<file path="config.mk">
export PLATFORM = sky130hd
export DESIGN_NAME = stbs_ctrl_flat
export DESIGN_NICKNAME = d
export VERILOG_FILES = /design/src/stbs_pkg.sv /design/src/stbs_interfaces.sv /design/src/stbs_ctrl.sv /design/src/flat_wrapper.sv
export VERILOG_INCLUDE_DIRS = /design/src /design/src/src
export SDC_FILE = /design/constraint.sdc
export NUM_CORES = 1
export LEC_CHECK = 0
export CAP_MARGIN = 20
export CORE_AREA = 2 2 39 41
export DETAILED_ROUTE_END_ITERATION = 8
export DIE_AREA = 0 0 41 43
export DONT_BUFFER_PORTS = 1
export GPL_TIMING_DRIVEN = 0
export SETUP_SLACK_MARGIN = 0.1
export SLEW_MARGIN = 0
export SYNTH_ARGS = -nofsm -noshare
export SYNTH_HDL_FRONTEND = slang
export SYNTH_SLANG_ARGS = --single-unit
</file>
<file path="constraint.sdc">
create_clock -name clk -period 1.5 [get_ports clk]
set_input_delay 0.225 -clock clk [delete_from_list [all_inputs] [get_ports clk]]
set_output_delay 0.225 -clock clk [all_outputs]
set_load 0.02 [all_outputs]
</file>
<file path="src/sorted_table_binary_search_top_defines.svh">
// assertion macros for the sorted table binary search block
// no dependencies; taken in by the files that carry assertions
`ifndef SORTED_TABLE_BINARY_SEARCH_TOP_DEFINES_SVH
`define SORTED_TABLE_BINARY_SEARCH_TOP_DEFINES_SVH

// same-cycle implication, checked outside reset
`define STBS_ASSERT_SAME(label, clk, rst, ante, cons, msg) \
  label: assert property (@(posedge clk) disable iff (rst) (ante) |-> (cons)) else $error(msg);

// next-cycle implication, checked outside reset
`define STBS_ASSERT_NEXT(label, clk, rst, ante, cons, msg) \
  label: assert property (@(posedge clk) disable iff (rst) (ante) |=> (cons)) else $error(msg);

`endif

</file>
<file path="src/stbs_pkg.sv">
// shared types and constants for the sorted table binary search block
// used by the interfaces, the controller, the datapath and the top level
package stbs_pkg;

  localparam int KEY_W       = 32;
  localparam int INDEX_W     = 10;
  localparam int LENGTH_W    = 11;
  localparam int POS_W       = 10;
  localparam int COUNT_W     = 6;
  localparam int CFG_INDEX_W = 1;
  localparam int CFG_DATA_W  = 11;

  localparam int TABLE_DEPTH_DEFAULT = 1024;

  localparam logic [COUNT_W:0] COUNT_MAX = 7'd63;

  localparam logic OP_WRITE  = 1'b0;
  localparam logic OP_SEARCH = 1'b1;

  localparam logic MODE_THREE_WAY   = 1'b0;
  localparam logic MODE_LOWER_BOUND = 1'b1;

  localparam logic [CFG_INDEX_W-1:0] CFG_SEARCH_MODE  = 1'b0;
  localparam logic [CFG_INDEX_W-1:0] CFG_TABLE_LENGTH = 1'b1;

  typedef enum logic [2:0] {
    S_IDLE,
    S_PROBE,
    S_CHECK,
    S_FINAL_CHECK,
    S_DONE
  } state_t;

  typedef struct packed {
    logic write;
    logic load;
    logic rd_en;
    logic step;
    logic final_chk;
    logic out_load;
  } dp_cmd_t;

  typedef struct packed {
    logic mode;
    logic empty;
    logic lo_lt_bound;
    logic eq;
    logic out_busy;
  } dp_status_t;

endpackage

</file>
<file path="src/stbs_interfaces.sv">
// valid/ready channel interfaces: request items, result items, register writes
// depends on stbs_pkg for field widths
interface stbs_req_if;
  logic                                valid;
  logic                                ready;
  logic                                opcode;
  logic [stbs_pkg::INDEX_W-1:0]        write_index;
  logic signed [stbs_pkg::KEY_W-1:0]   write_value;
  logic signed [stbs_pkg::KEY_W-1:0]   search_key;

  modport source (output valid, opcode, write_index, write_value, search_key, input ready);
  modport sink (input valid, opcode, write_index, write_value, search_key, output ready);
endinterface


</file>
<file path="src/stbs_ctrl.sv">
// controller state machine: accepts items, sequences table probes, hands off results
// depends on stbs_pkg, stbs_interfaces and the assertion macro header
`include "sorted_table_binary_search_top_defines.svh"

module stbs_ctrl (
  input  logic                       clk,
  input  logic                       rst,
  stbs_req_if.sink                   req,
  input  stbs_pkg::dp_status_t       status,
  output stbs_pkg::dp_cmd_t          cmd
);
  import stbs_pkg::*;

  state_t state;
  state_t state_next;
  logic   accept;
  logic   search_accept;
  logic   comparing;

  assign accept        = req.valid && req.ready;
  assign search_accept = accept && (req.opcode == OP_SEARCH);
  assign comparing     = (state == S_CHECK) || (state == S_FINAL_CHECK);

  always_ff @(posedge clk) begin
    if (rst) begin
      state <= S_IDLE;
    end else begin
      state <= state_next;
    end
  end

  always_comb begin
    state_next = state;
    case (state)
      S_IDLE: begin
        if (accept && (req.opcode == OP_SEARCH)) begin
          state_next = S_PROBE;
        end
      end
      S_PROBE: begin
        if (status.empty) begin
          state_next = S_DONE;
        end else if (status.lo_lt_bound) begin
          state_next = S_CHECK;
        end else if (status.mode == MODE_THREE_WAY) begin
          state_next = S_DONE;
        end else begin
          state_next = S_FINAL_CHECK;
        end
      end
      S_CHECK: begin
        if ((status.mode == MODE_THREE_WAY) && status.eq) begin
          state_next = S_DONE;
        end else begin
          state_next = S_PROBE;
        end
      end
      S_FINAL_CHECK: begin
        state_next = S_DONE;
      end
      S_DONE: begin
        if (!status.out_busy) begin
          state_next = S_IDLE;
        end
      end
      default: begin
        state_next = S_IDLE;
      end
    endcase
  end

  always_comb begin
    req.ready = 1'b0;
    cmd       = '0;
    case (state)
      S_IDLE: begin
        req.ready = 1'b1;
        if (req.valid) begin
          cmd.write = (req.opcode == OP_WRITE);
          cmd.load  = (req.opcode == OP_SEARCH);
        end
      end
      S_PROBE: begin
        // read mid while the range is open, else the surviving entry for lower-bound
        cmd.rd_en = !status.empty &&
                    (status.lo_lt_bound || (status.mode == MODE_LOWER_BOUND));
      end
      S_CHECK: begin
        cmd.step = 1'b1;
      end
      S_FINAL_CHECK: begin
        cmd.final_chk = 1'b1;
      end
      S_DONE: begin
        cmd.out_load = !status.out_busy;
      end
      default: ;
    endcase
  end

  `STBS_ASSERT_SAME(a_out_load_free, clk, rst, cmd.out_load, !status.out_busy, "load while busy")
  `STBS_ASSERT_NEXT(a_read_then_compare, clk, rst, cmd.rd_en, comparing, "read without compare")
  `STBS_ASSERT_NEXT(a_search_starts, clk, rst, search_accept, state == S_PROBE, "no probe")

endmodule

</file>
<file path="src/flat_wrapper.sv">
// flat-port wrapper written by rule: the top's interface ports become plain ports
module stbs_ctrl_flat import stbs_pkg::*;
  (clk, rst, status, cmd, req_valid, req_opcode, req_write_index, req_write_value, req_search_key, req_ready);
  stbs_req_if req_i ();
  input  logic clk;
  input  logic rst;
  input  stbs_pkg::dp_status_t status;
  output stbs_pkg::dp_cmd_t cmd;
  input wire logic [$bits(req_i.valid)-1:0] req_valid;
  input wire logic [$bits(req_i.opcode)-1:0] req_opcode;
  input wire logic [$bits(req_i.write_index)-1:0] req_write_index;
  input wire logic [$bits(req_i.write_value)-1:0] req_write_value;
  input wire logic [$bits(req_i.search_key)-1:0] req_search_key;
  output wire logic [$bits(req_i.ready)-1:0] req_ready;
  assign req_i.valid = req_valid;
  assign req_i.opcode = req_opcode;
  assign req_i.write_index = req_write_index;
  assign req_i.write_value = req_write_value;
  assign req_i.search_key = req_search_key;
  assign req_ready = req_i.ready;
  stbs_ctrl u_core (.clk(clk), .rst(rst), .req(req_i), .status(status), .cmd(cmd));
endmodule
</file>
==> summary.txt, run 1 <==
Outcome
  – Status: complete, no violations

Layout
  – Max reg flops: 3
  – Fin util: 24.1%
  – Ant diodes: 0
  – Biggest regs: u_core.state (3)
  – Most flop-heavy register: u_core.state
  – Nets: 119
  – Fraction of layout cells with a size suffix above 1: 54.3%
  – Commonest cells after routing, fill and taps aside: inv_1, nor2_1, clkbuf_4, buf_4
  – Area grow syn2layout: 58.3%
  – Fill cells: 148

Global routing
  – Initial antenna violation count: 0
  – Vias in the first global route: 249
  – Gr ovfl total: 0
  – Largest net degree at the start of global routing: 7
  – Total GRT Usage: under 10%
  – First-pass GRT wire length: 883 um

Setup path
  – CP Class: register to primary output
  – Worst path arrival time: 1200 ps
  – CP required: 1270 ps
  – CP Max Fanout: 6
  – CP startpoint: u_core.state[0]
  – Worst setup EP type: primary output
  – Reg2reg start: u_core.state[2]
  – Nature of the critical path startpoint: register

Synthesis
  – Register bit total from synthesis: 3
  – Syn nets: 112
  – Area contributors post-synth: dfxtp_1, nor2_1, nor3b_1
  – Mapped Area: 210 sq um
  – Synth area leader: dfxtp_1
  – Yosys warnings: 0
  – Mapped Cells: 29
  – Syn_area_per_cell: 7.25 sq um
  – Seq/Total Area, Yosys: 28.6%
  – Area share of the largest cell type after synthesis: 28.6%
  – Netlist cell types: 16

Timing
  – Final Slew Violations: 0
  – Actual slew at the worst max-slew pin: 385 ps
  – Worst Skew: 0.0964 ps
  – Clock period minus worst slack: roughly 1400 ps
  – RSZ-0062 raised after global routing: true
  – Rel. slew slack: 74.2%
  – Fmax: 0.703 GHz
  – Setup ws final: 77.0 ps
  – Post-route setup TNS: 0 ps
  – Fin crit share: 94.9%
  – Final hold vios: 0
  – Setup violators final: 0

Routing
  – Number of routed nets with antenna violations: 0
  – Final WL: 628 um
  – Via count: 250
  – Post-DR wirelength/cell: 12.3 um
  – DRC: 0
  – DR pass1 iterations: 2
  – DR vias/cell: 4.90
  – Starting DRC count in detailed routing: 2

Floorplan
  – Die height: 43 um
  – Initial core utilization: 15.2%
  – Die X: 41 um
  – Die area: 1760 sq um
  – Core area: 1380 sq um
  – # IOs: 90
  – Row count: 14

Run
  – Max-Cap Viols: 0

Power
  – Static Leak: 0.000115 uW
  – VDD IR max: 0.186 mV
  – Power Density: slightly above 900 nW/um^2

Place
  – Final Wtd Congestion: between 0.7 and 0.8
  – IO buf count: 0
  – Pre-CTS WS: 93.4 ps

CTS
  – Clock net sink count: 3
  – CTS tree: built
  – Clk root buf: clkbuf_4
  – Worst-Skew Late Latency: 230 ps
  – CTS Buffer Depth: 2
  – Total CTS buffers: 3
  – Clk pin slew, worst setup/hold paths: around 40 ps
  – CTS H-tree depth: 1

Min path
  – HP Class: primary input to register
  – Hold_sp: rst
[final timing paths]
kind,slack (ps),depth (start not counted),endpoint
setup / recovery,80,2,cmd[4]
hold / removal,70,1,u_core.state[1]
setup reg to reg,160,4,u_core.state[2]
hold reg to reg,590,3,u_core.state[1]
[synthesized netlist by cell type]
cell type and instances:
and3_1 1, nor3_1 2, buf_6 1, nor2_1 6, a2111oi_1 1, o311ai_0 1, nor3b_1 2, nand3b_1 1
dfxtp_1 3, inv_1 3, nand2_1 3, o311ai_1 1, nor4_1 1, a32oi_1 1, o21ai_0 1, or4_1 1
[through the flow]
stage | hold WS (ps) | std cells | power (uW) | cell area (sq um)
2_1_floorplan | 302 | 29 | 141 | 221
3_5_place_dp | 309 | 45 | 148 | 241
3_3_place_gp | 307 | 45 | 148 | 241
4_1_cts | 54.2 | 52 | 310 | 332
6_report | 65.2 | 51 | 302 | 333
5_1_grt | 50.9 | 51 | 327 | 333
[routing by layer]
layer / global-route usage, % / share of wire, %
met2: 10.6 / 49
met4: 10.0 / 0
met3: 2.62 / 8.6
met1: 8.01 / 42
met5: 0 / 0
[cell type report]
class | count | area (sq um) | area share (%)
well taps | 16 | 20.0 | 6.02
multi-input cells | 22 | 184 | 55.3
inverters | 3 | 11.3 | 3.38
repair buffers | 3 | 22.5 | 6.77
flip-flops and latches | 3 | 68.8 | 20.7
clock buffers | 4 | 26.3 | 7.89
[worst max-delay path: stages (launching register included)]
cell     delay [ps]
dfxtp_4         360
nor3_4          330
and3_4          280
[power by group]
part | leakage [uW] | switching (uW) | internal [uW]
combinational | 0.0000736 | 41.8 | 27.0
sequential | 0.0000264 | 9.36 | 84.6
clock | 0.0000150 | 39.9 | 99.6
total | 0.000115 | 91.1 | 211
[cells by family after synthesis]
group	count (synthesis)	synth area share, %
and+or+nand+nor	17	41.1
AOI/OAI and AO/OA	5	19.6
DFF	3	28.6
buffers and inverters	4	10.7
[timing repair]
action | in CTS | in global routing
pin swaps | 3 | 4
buffers inserted | 3 | 0
resized for setup | 12 | 6
hold buffers | 0 | 0
setup endpoints to repair | 5 | 6
Note: power is estimated with default switching activity, not from simulation.
==> run 2, diff against run 1 <==
- SLEW_MARGIN: 0 -> unset
- clock period: 1.5 -> 1.8 ns (I/O delays scaled with it)
==> run 2 against run 1 <==
Compared with the run above: utilization is 4.0 points lower; critical path depth increased by 2; cell area decreased by 17%; sequential power fell by 18%; clock power shrank 14%; non-clock buffer count is 2 lower; via count is 6.4% lower; clock skew up 1.3 ps.
==> summary.txt, run 2 (same netlist as run 1, synthesis figures left out) <==
Timing
  – Actual slew at the worst max-slew pin: roughly 690 ps
  – Setup violators final: 0
  – RSZ-0062 raised after global routing: true
  – Fmax: 0.607 GHz
  – Final Slew Violations: 0
  – Post-route setup TNS: 0 ps
  – Worst Skew: 1.40 ps
  – Fin crit share: 91.5%
  – Final hold vios: 0
  – Rel. slew slack: 53.9%
  – Clock period minus worst slack: 1650 ps

Floorplan
  – Initial core utilization: 15.2%
  – Die area: 1760 sq um
  – Core area: ~1400 sq um
  – Die X: 41 um
  – # IOs: 90
  – Row count: 14
  – Die height: 43 um

Routing
  – Final WL: 562 um
  – DR pass1 iterations: 4
  – Number of routed nets with antenna violations: 0
  – Via count: 234
  – DR vias/cell: roughly 4.8
  – Starting DRC count in detailed routing: 13
  – Post-DR wirelength/cell: 11.5 um
  – DRC: 0

Global routing
  – Initial antenna violation count: 0
  – Largest net degree at the start of global routing: 10
  – Vias in the first global route: 224
  – First-pass GRT wire length: roughly 890 um
  – Gr ovfl total: 0
  – Total GRT Usage: 8.13%

Setup path
  – CP Class: register to primary output
  – Worst setup EP type: primary output
  – CP required: ~1500 ps
  – CP Max Fanout: 9
  – Critical path's slowest cell: nor3_4
  – Worst path arrival time: 1380 ps
  – Nature of the critical path startpoint: register
  – CP peak stage delay: 310 ps
  – CP Cell Sequence: buf_6 -> nor3_4 -> nand2_1 -> nor2_1

Place
  – Final Wtd Congestion: 0.728
  – Placed wire-length estimate: 429 um
  – IO buf count: 0

Power
  – VDD IR max: 0.170 mV
  – Sw power: 73.4 uW
  – Static Leak: 0.000101 uW
  – Combinational Power Share: 19.3%
  – Int Pwr: 171 uW
  – Power Density: between 800 and 900 nW/um^2
  – Clock share of power: 49.1%
  – Sequential Power Share: 31.7%
  – Net Sw Frac: approximately 30%

Layout
  – Area grow syn2layout: 32.1%
  – Ant diodes: 0
  – Commonest cells after routing, fill and taps aside: nor2_1, inv_1, nand2_1, clkbuf_4, dfxtp_1
  – Fraction of layout cells with a size suffix above 1: between 20% and 30%
  – Leading cell type in the layout, fill and taps excluded: nor2_1
  – Fin util: about a fifth
  – Biggest regs: u_core.state (3)
  – Nets: 117
  – Max reg flops: 3
  – Most flop-heavy register: u_core.state

CTS
  – CTS Buffer Depth: 2
  – Clk root buf: clkbuf_4
  – CTS tree: built
  – Clock net sink count: 3
  – CTS H-tree depth: 1
  – Clk pin slew, worst setup/hold paths: roughly 40 ps
  – Total CTS buffers: 3
  – Worst-Skew Late Latency: 240 ps
  – Count of hold-fix buffers inserted at cts: 0

Outcome
  – Status: complete, no violations

Min path
  – HP Class: primary input to register

Run
  – Max-Cap Viols: 0
[run 2: cell types whose count changed in the layout (fill, tap and decap cells not counted), sizes merged]
cell / previous run / this run
buf: 3 / 1
[run 2: layer usage]
layer | global-route usage (%) | share of wire [%] | vias to the layer above
met5 | 0 | 0 | -
met4 | 10.0 | 2.1 | 0
met3 | 4.71 | 11 | 2
met2 | 10.0 | 53 | 8
met1 | 8.04 | 33 | 110
li1 | - | - | 114
[run 2: area by class of cell]
cell class / count / area [sq um]
plain buffers: 1 / 11.3
flip-flops and latches: 3 / 60.1
well taps: 16 / 20.0
multi-input cells: 22 / 149
fillers: 159 / 1110
inverters: 3 / 11.3
clock buffers: 4 / 26.3
[run 2: final timing paths]
kind	from	to	slack, ps	cells after the start
max	u_core.state[2]	cmd[5]	150	4
min reg2reg	u_core.state[2]	u_core.state[0]	560	2
max reg2reg	u_core.state[1]	u_core.state[2]	610	3
min	rst	u_core.state[1]	110	1
[run 2: per-stage QoR]
step | area [sq um] | total power [uW] | cells | hold WS [ps] | setup slack, ps
2_1_floorplan | 210 | 113 | 29 | 347 | 115
3_3_place_gp | 230 | 118 | 45 | 352 | 32.4
3_5_place_dp | 230 | 118 | 45 | 353 | 41.2
4_1_cts | 268 | 243 | 49 | 110 | 107
5_1_grt | 278 | 260 | 49 | 102 | 95.2
6_report | 278 | 244 | 49 | 110 | 153
[run 2: power groups by stage]
stage | Combinational, uW | Clock [uW] | Sequential (uW)
3_3_place_gp | 41.8 | 0 | 76.6
5_1_grt | 51.8 | 130 | 77.7
2_1_floorplan | 37.5 | 0 | 75.3
3_5_place_dp | 41.8 | 0 | 76.6
4_1_cts | 45.7 | 120 | 77.1
6_report | 47.0 | 120 | 77.2
[run 2: timing repair]
| action | 4_1_cts | 5_1_grt |
|---|---|---|
| gates cloned | 0 | 0 |
| buffers inserted | 0 | 0 |
| endpoints found under the setup margin | 2 | 2 |
| gates resized for setup | 2 | 2 |
[run 2: worst max-delay path: cells and delay by family, from the launching register on]
family                 cells  cell delay [ps]
buffers and inverters      1              140
flip-flops                 1              300
AND/OR/NAND/NOR            3              700
